### src/rtl/core/generational_handle_table_assert.svh
// ----------------------------------------------------------------------------
// Generational handle table assertion macros
// Concurrent assertion wrappers clocked on clk_i, with and without reset gating.
// ----------------------------------------------------------------------------
`ifndef GENERATIONAL_HANDLE_TABLE_ASSERT_SVH
`define GENERATIONAL_HANDLE_TABLE_ASSERT_SVH

// Checked only while out of reset.
`define GHT_ASSERT(lbl, prop) \
  lbl: assert property (@(posedge clk_i) disable iff (!rst_ni) prop) \
    else $error("generational_handle_table: assertion failed");

// Checked at every edge, reset included.
`define GHT_ASSERT_ALWAYS(lbl, prop) \
  lbl: assert property (@(posedge clk_i) prop) \
    else $error("generational_handle_table: invariant broken");

`endif

### src/rtl/core/ght_pkg.sv
// ----------------------------------------------------------------------------
// ght_pkg
// Field widths, operation and status codes, and control struct for the table.
// ----------------------------------------------------------------------------
package ght_pkg;

  localparam int unsigned OP_W     = 2;
  localparam int unsigned SLOT_W   = 8;
  localparam int unsigned GEN_W    = 16;
  localparam int unsigned OWNER_W  = 32;
  localparam int unsigned STATUS_W = 2;

  typedef enum logic [OP_W-1:0] {
    OP_ALLOC = 2'd0,
    OP_FREE  = 2'd1,
    OP_FETCH = 2'd2,
    OP_NONE  = 2'd3
  } op_e;

  typedef enum logic [STATUS_W-1:0] {
    ST_OK    = 2'd0,
    ST_FULL  = 2'd1,
    ST_STALE = 2'd2,
    ST_EMPTY = 2'd3
  } status_e;

  // Side effects of one committed request
  typedef struct packed {
    logic ent_we;    // write the entry memory
    logic stk_push;  // push a freed slot
    logic stk_pop;   // reuse the top of the free stack
    logic issue;     // hand out a never-used slot
  } ctl_t;

endpackage

### src/rtl/core/ght_exec.sv
// ----------------------------------------------------------------------------
// ght_exec
// Decides one request from the read entry and stack top; builds write-back.
// ----------------------------------------------------------------------------
module ght_exec #(
  parameter int unsigned SLOTS      = 256,
  parameter int unsigned GEN_BITS   = 16,
  parameter int unsigned OWNER_BITS = 32,
  localparam int unsigned SIDX_W    = $clog2(SLOTS),
  localparam int unsigned CNT_W     = $clog2(SLOTS + 1),
  localparam int unsigned ENT_W     = 1 + GEN_BITS + OWNER_BITS,
  localparam int unsigned STK_W     = SIDX_W + GEN_BITS
) (
  input  logic [ght_pkg::OP_W-1:0]     op_i,
  input  logic [ght_pkg::SLOT_W-1:0]   slot_i,
  input  logic [ght_pkg::GEN_W-1:0]    gen_i,
  input  logic [OWNER_BITS-1:0]        owner_i,
  input  logic [ENT_W-1:0]             ent_rdata_i,
  input  logic [STK_W-1:0]             stk_rdata_i,
  input  logic [CNT_W-1:0]             free_count_i,
  input  logic [CNT_W-1:0]             issued_i,
  output ght_pkg::ctl_t                ctl_o,
  output logic [SIDX_W-1:0]            ent_waddr_o,
  output logic [ENT_W-1:0]             ent_wdata_o,
  output logic [STK_W-1:0]             stk_wdata_o,
  output logic [ght_pkg::STATUS_W-1:0] status_o,
  output logic [ght_pkg::SLOT_W-1:0]   slot_o,
  output logic [ght_pkg::GEN_W-1:0]    gen_o,
  output logic [ght_pkg::OWNER_W-1:0]  owner_o
);

  logic                  ent_occ;
  logic [GEN_BITS-1:0]   ent_gen;
  logic [OWNER_BITS-1:0] ent_owner;
  logic [GEN_BITS-1:0]   gen_next;
  logic [SIDX_W-1:0]     stk_slot;
  logic [GEN_BITS-1:0]   stk_gen;
  logic [SIDX_W-1:0]     slot_idx;
  logic                  slot_ok;
  ght_pkg::status_e      status;

  assign ent_occ   = ent_rdata_i[ENT_W-1];
  assign ent_gen   = ent_rdata_i[OWNER_BITS +: GEN_BITS];
  assign ent_owner = ent_rdata_i[OWNER_BITS-1:0];
  assign gen_next  = ent_gen + GEN_BITS'(1);
  assign stk_slot  = stk_rdata_i[GEN_BITS +: SIDX_W];
  assign stk_gen   = stk_rdata_i[GEN_BITS-1:0];
  assign slot_idx  = SIDX_W'(slot_i);

  // Slots at or above the issue count were never written: their entry reads are ignored
  assign slot_ok = (32'(slot_i) < SLOTS) && (32'(slot_i) < 32'(issued_i));

  assign stk_wdata_o = {slot_idx, gen_next};

  always_comb begin
    ctl_o       = '0;
    status      = ght_pkg::ST_OK;
    slot_o      = '0;
    gen_o       = '0;
    owner_o     = '0;
    ent_waddr_o = slot_idx;
    ent_wdata_o = {1'b0, gen_next, {OWNER_BITS{1'b0}}};
    unique case (ght_pkg::op_e'(op_i))
      ght_pkg::OP_ALLOC: begin
        if (free_count_i != '0) begin
          ctl_o.stk_pop = 1'b1;
          ctl_o.ent_we  = 1'b1;
          ent_waddr_o   = stk_slot;
          ent_wdata_o   = {1'b1, stk_gen, owner_i};
          slot_o        = ght_pkg::SLOT_W'(stk_slot);
          gen_o         = ght_pkg::GEN_W'(stk_gen);
        end else if (issued_i < CNT_W'(SLOTS)) begin
          ctl_o.issue  = 1'b1;
          ctl_o.ent_we = 1'b1;
          ent_waddr_o  = issued_i[SIDX_W-1:0];
          ent_wdata_o  = {1'b1, {GEN_BITS{1'b0}}, owner_i};
          slot_o       = ght_pkg::SLOT_W'(issued_i[SIDX_W-1:0]);
        end else begin
          status = ght_pkg::ST_FULL;
        end
      end
      ght_pkg::OP_FREE: begin
        if (!slot_ok || !ent_occ || free_count_i >= CNT_W'(SLOTS)) begin
          status = ght_pkg::ST_EMPTY;
        end else begin
          ctl_o.ent_we   = 1'b1;
          ctl_o.stk_push = 1'b1;
        end
      end
      ght_pkg::OP_FETCH: begin
        if (!slot_ok || !ent_occ || ent_gen != GEN_BITS'(gen_i)) begin
          status = ght_pkg::ST_STALE;
        end else begin
          owner_o = ght_pkg::OWNER_W'(ent_owner);
        end
      end
      default: begin
        status = ght_pkg::ST_STALE;
      end
    endcase
  end

  assign status_o = status;

endmodule

### config.mk
export PLATFORM = sky130hd
export DESIGN_NAME = ght_exec
export DESIGN_NICKNAME = d
export VERILOG_FILES = /design/src/rtl/core/generational_handle_table_assert.svh /design/src/rtl/core/ght_pkg.sv /design/src/rtl/core/ght_exec.sv
export SDC_FILE = /design/constraint.sdc
export NUM_CORES = 1
export LEC_CHECK = 0
export BUFFER_PORTS_ARGS = -buffer_cell sky130_fd_sc_hd__buf_2
export CELL_PAD_IN_SITES_DETAIL_PLACEMENT = 1
export CELL_PAD_IN_SITES_GLOBAL_PLACEMENT = 1
export CORE_AREA = 3 3 111 113
export DETAILED_ROUTE_END_ITERATION = 16
export DIE_AREA = 0 0 114 116
export PLACE_DENSITY = 0.83
export SLEW_MARGIN = 15
export SYNTH_ARGS = -nofsm -noshare
export SYNTH_HDL_FRONTEND = slang
export SYNTH_SLANG_ARGS = --single-unit
### constraint.sdc
create_clock -name vclk -period 2.9
set_input_delay 0.435 -clock vclk [all_inputs]
set_output_delay 0.435 -clock vclk [all_outputs]
set_load 0.1 [all_outputs]
## Yosys cells after proc, flatten, opt, wreduce, memory -nomap -nowiden

Index checks and enable logic that the tools add are counted.

- Add/sub/neg operators: 1
- Order comparisons: 3
- Reductions and logical operators: 7
- Multiplexer cells: 26
- Equal/unequal tests: 3

Operators by type and width:

| kind | number |
|---|---|
| $mux W49 | 3 |
| $mux W32 | 2 |
| $mux W8 | 6 |
| $mux W16 | 2 |
| $add A16 B1 Y16 const B | 1 |
| $ne A16 B16 Y1 | 1 |
| $mux W2 | 5 |
| $ge A9 B9 Y1 const B | 1 |
| $lt A8 B9 Y1 | 1 |
| $lt A9 B9 Y1 const B | 1 |
| $reduce_bool A9 Y1 | 1 |
| $mux W1 | 6 |
| $pmux W2 S3 | 1 |
| $logic_or A1 B1 Y1 | 3 |
| $eq A2 B1 Y1 const B | 1 |
| $eq A2 B2 Y1 const B | 1 |
| $logic_not A1 Y1 | 2 |
| $logic_not A2 Y1 | 1 |
| $pmux W1 S2 | 1 |

- Logic and storage cells: 40
- Register bits: 0
- Output and inout port bits: 143

## Longest topological paths before layout

- Word-level depth: 6
- Gate-level depth with buffers: 9
- Mapped depth without buffers: 7

## Least setup slack after synthesis

No wires, ideal clock.

- Path kind: in2out
- Start: in issued_i[4]
- End: out owner_o[0] in the netlist's numbering
- Path buffers: 1
- Required time: 2.465 ns
- Arrival: 3.806 ns
- Stages: 7
- Path slack: -1.341 ns
- Cells stage by stage: inv_1 ha_1 a211oi_1 a221oi_1 or4_1 buf_6 nor3_1

- Cells in the longest elaborated chain, start to end: 6

RTL lines:

| item | line | source |
|---|---|---|
| start, declared | ght_exec.sv:21 | `input logic [CNT_W-1:0] issued_i,` |
| $lt A8 B9 Y1 | ght_exec.sv:51 | `assign slot_ok = (32'(slot_i) < SLOTS) && (32'(slot_i) < 32'(issued_i));` |
| $logic_not A1 Y1 | ght_exec.sv:91 | `if (!slot_ok \|\| !ent_occ \|\| ent_gen != GEN_BITS'(gen_i)) begin` |
| $logic_or A1 B1 Y1 (2 in a row) | ght_exec.sv:91 |  |
| $mux W32 | ght_exec.sv:91 |  |
| $mux W32 | ght_exec.sv:63 | `unique case (ght_pkg::op_e'(op_i))` |
| end, declared | ght_exec.sv:29 | `output logic [ght_pkg::OWNER_W-1:0] owner_o` |

Every way passes these cells.

## Worst setup path after layout

- Start: in slot_i[1] in the netlist's numbering
- End: out owner_o[10] in the netlist's numbering

- Cells in the longest elaborated chain, start to end: 6

RTL lines:

| item | line | source |
|---|---|---|
| start, declared | ght_exec.sv:15 | `input logic [ght_pkg::SLOT_W-1:0] slot_i,` |
| $lt A8 B9 Y1 | ght_exec.sv:51 |  |
| $logic_not A1 Y1 | ght_exec.sv:91 |  |
| $logic_or A1 B1 Y1 (2 in a row) | ght_exec.sv:91 |  |
| $mux W32 | ght_exec.sv:91 |  |
| $mux W32 | ght_exec.sv:63 |  |

Every way passes these cells.

==> flow_metrics.tcl <==
set metrics [dict create \
    p_per_area_mw_per_mm2 231 \
    dp_hpwl_mm 11.5 \
    setup_ws_ns -0.000859 \
    p_leak_nw 3.00 \
    antenna_left 0 \
    finalHoldViolations 0 \
    fin_nets 731 \
    cp-end-kind "output pin" \
    initial_core_util_pct 16.9 \
    grt-ovfl-total 0 \
    power_frac_seq_pct 0 \
    cp.arrival_ns 2.47 \
    holdCritPathClass "in2out" \
    rsz0062_at_grt "yes" \
    netlist_instances 280 \
    p_comb_share_pct 100.0 \
    grt_pass1_wl_mm 19.2 \
    p_clk_share_pct 0 \
    synth_area_mm2 0.00193 \
    holdPathStages 3 \
    grt_max_degree 33 \
    antenna_found_initial 0 \
    maxSlewHeadroom_pct 56.7 \
    io_buffers 292 \
    gp_congestion 0.829 \
    antenna_cells 0 \
    avgSynthCellArea_um2 6.89 \
    irDropWorstVdd_v 0.000183 \
    place_area_mm2 0.00546 \
    critPathKind "in2out" \
    dieHeight_um 116 \
    ys_types 39 \
    p_int_mw 0.408 \
    drv_cap 0 \
    grt_pass1_vias 3647 \
    fin_cells 715 \
    drv_slew 0 \
    clock_buffers 0 \
    design_area_mm2 0.00571 \
    dp_slack_ns 0.0179 \
    row_count 39 \
    sw_frac_of_total_pct 69.1 \
    drc 0 \
    viasPerCell 4.57 \
    dieArea_mm2 0.0132 \
    drt_pass1_iterations 4 \
    hp-start "op_i[1]" \
    outcome "finished, violations left" \
    dp_cells 711 \
    ff_latch_area_um2 0 \
    hold_path_end "status_o[0]" \
    power_mw 1.32 \
    start_kind "input pin" \
    tns_ns -0.000859 \
    ys_seq_area_share_pct 0 \
    die_w_um 114 \
    drive_above_1_share_pct 78.5 \
    routed_wl_mm 13.4 \
    path_max_fanout 6 \
    fmax_mhz 345 \
    seq_cells 0 \
    finalCritPeriodShare_pct 100 \
    ys_warn_count 0 \
    wire_per_inst_um 18.7 \
    dr_total_vias 3266 \
    holdBufCountCts 0 \
    synth_nets 437 \
    grt_use_total_pct 17.8 \
    initialDrtViolationCount 93 \
    setup_viol 1 \
    layout_min_cycle_time_ns 2.90 \
    syn_to_final_growth_pct 196 \
    coreArea_mm2 0.0114 \
    post_cts_buffers 0 \
    p_sw_mw 0.913 \
    ios 292 \
    violations "negative setup slack" \
    worstPathRequired_ns 2.47 \
    worst_pin_slew_ns 0.648 \
]
-- power by group through the flow --
stage	combinational [mW]	sequential (mW)	clock, mW
floorplan	0.870	0	0
global placement	1.27	0	0
detailed placement	1.29	0	0
CTS	1.30	0	0
global route	1.37	0	0
finish	1.32	0	0
-- Yosys cell counts (all sizes together) (3+ instances only) --
cell | number | area share [%]
nand3 | 9 | 2.3
nand2 | 7 | 1.5
inv | 44 | 8.6
buf | 17 | 7.9
nand4 | 3 | 0.97
nor4 | 4 | 1.6
and3 | 35 | 11
nor3 | 36 | 18
a21o | 24 | 9.3
xnor2 | 10 | 4.5
or3 | 4 | 1.3
xor2 | 20 | 9.1
a22o | 8 | 3.6
clkbuf | 10 | 1.9
nor2 | 7 | 1.4
and2 | 16 | 5.2
ha | 8 | 5.2
-- layout make-up --
type	count	area, um^2
inverter	45	169
tap	143	179
multi-input combinational	208	2430
timing repair buffer	319	2930
fill	1326	5710
-- logic make-up after synthesis --
kind of cell | count (synthesis) | share of synthesized area [%]
AND/OR/NAND/NOR | 128 | 46.1
buffers and inverters | 72 | 18.6
AO/OA/AOI/OAI | 42 | 16.5
XOR/XNOR | 30 | 13.6
adder cells (fa/ha/maj) | 8 | 5.19
-- worst max path at each step --
stage / from / end / slack [ns] / cells after the start
after floorplan: ent_rdata_i[46] / owner_o[0] / -0.32 / 6
after global placement: slot_i[6] / status_o[1] / 0.03 / 8
after detailed placement: ent_rdata_i[37] / owner_o[0] / 0.02 / 8
after CTS: ent_rdata_i[37] / owner_o[0] / 0.02 / 8
after global routing: slot_i[1] / owner_o[10] / -0.07 / 9
final: slot_i[1] / owner_o[10] / -0.0009 / 9
-- cell usage in the layout, fill, tap and decap left out, drive strengths merged, types with 3 or more instances in the layout --
cell,count
nor2,7
and3,35
nand3,9
xnor2,10
nand2,7
clkbuf,3
buf,316
xor2,20
or3,4
a22o,8
a21o,24
nor4,4
ha,8
nor3,36
nand4,3
and2,16
inv,45
-- per-layer routing --
layer	vias up	track usage [%]	part of all wire, %
li1	1524	-	-
met1	1573	19.6	35
met2	159	36.6	58
met3	10	2.66	6.3
met4	0	1.66	1.2
met5	-	0	0
-- critical path, stage by stage --
cell,delay [ns]
buf_2,0.13
ha_4,0.18
nand2b_4,0.15
o221ai_4,0.19
a221oi_4,0.12
or4_4,0.62
buf_16,0.20
nor3_4,0.22
buf_12,0.20
-- stage by stage --
| stage | util (%) | hold WS [ns] |
|---|---|---|
| finish | 50.0 | 1.24 |
| global route | 50.0 | 1.26 |
| CTS | 47.8 | 1.24 |
| detailed placement | 47.8 | 1.24 |
| global placement | 47.8 | 1.23 |
| floorplan | - | 0.964 |
-- timing repair --
action,in CTS,in global routing
resized for setup,0,29
endpoints found under the hold margin,0,0
endpoints found under the setup margin,0,33
Note: power is estimated with default switching activity, not from simulation.
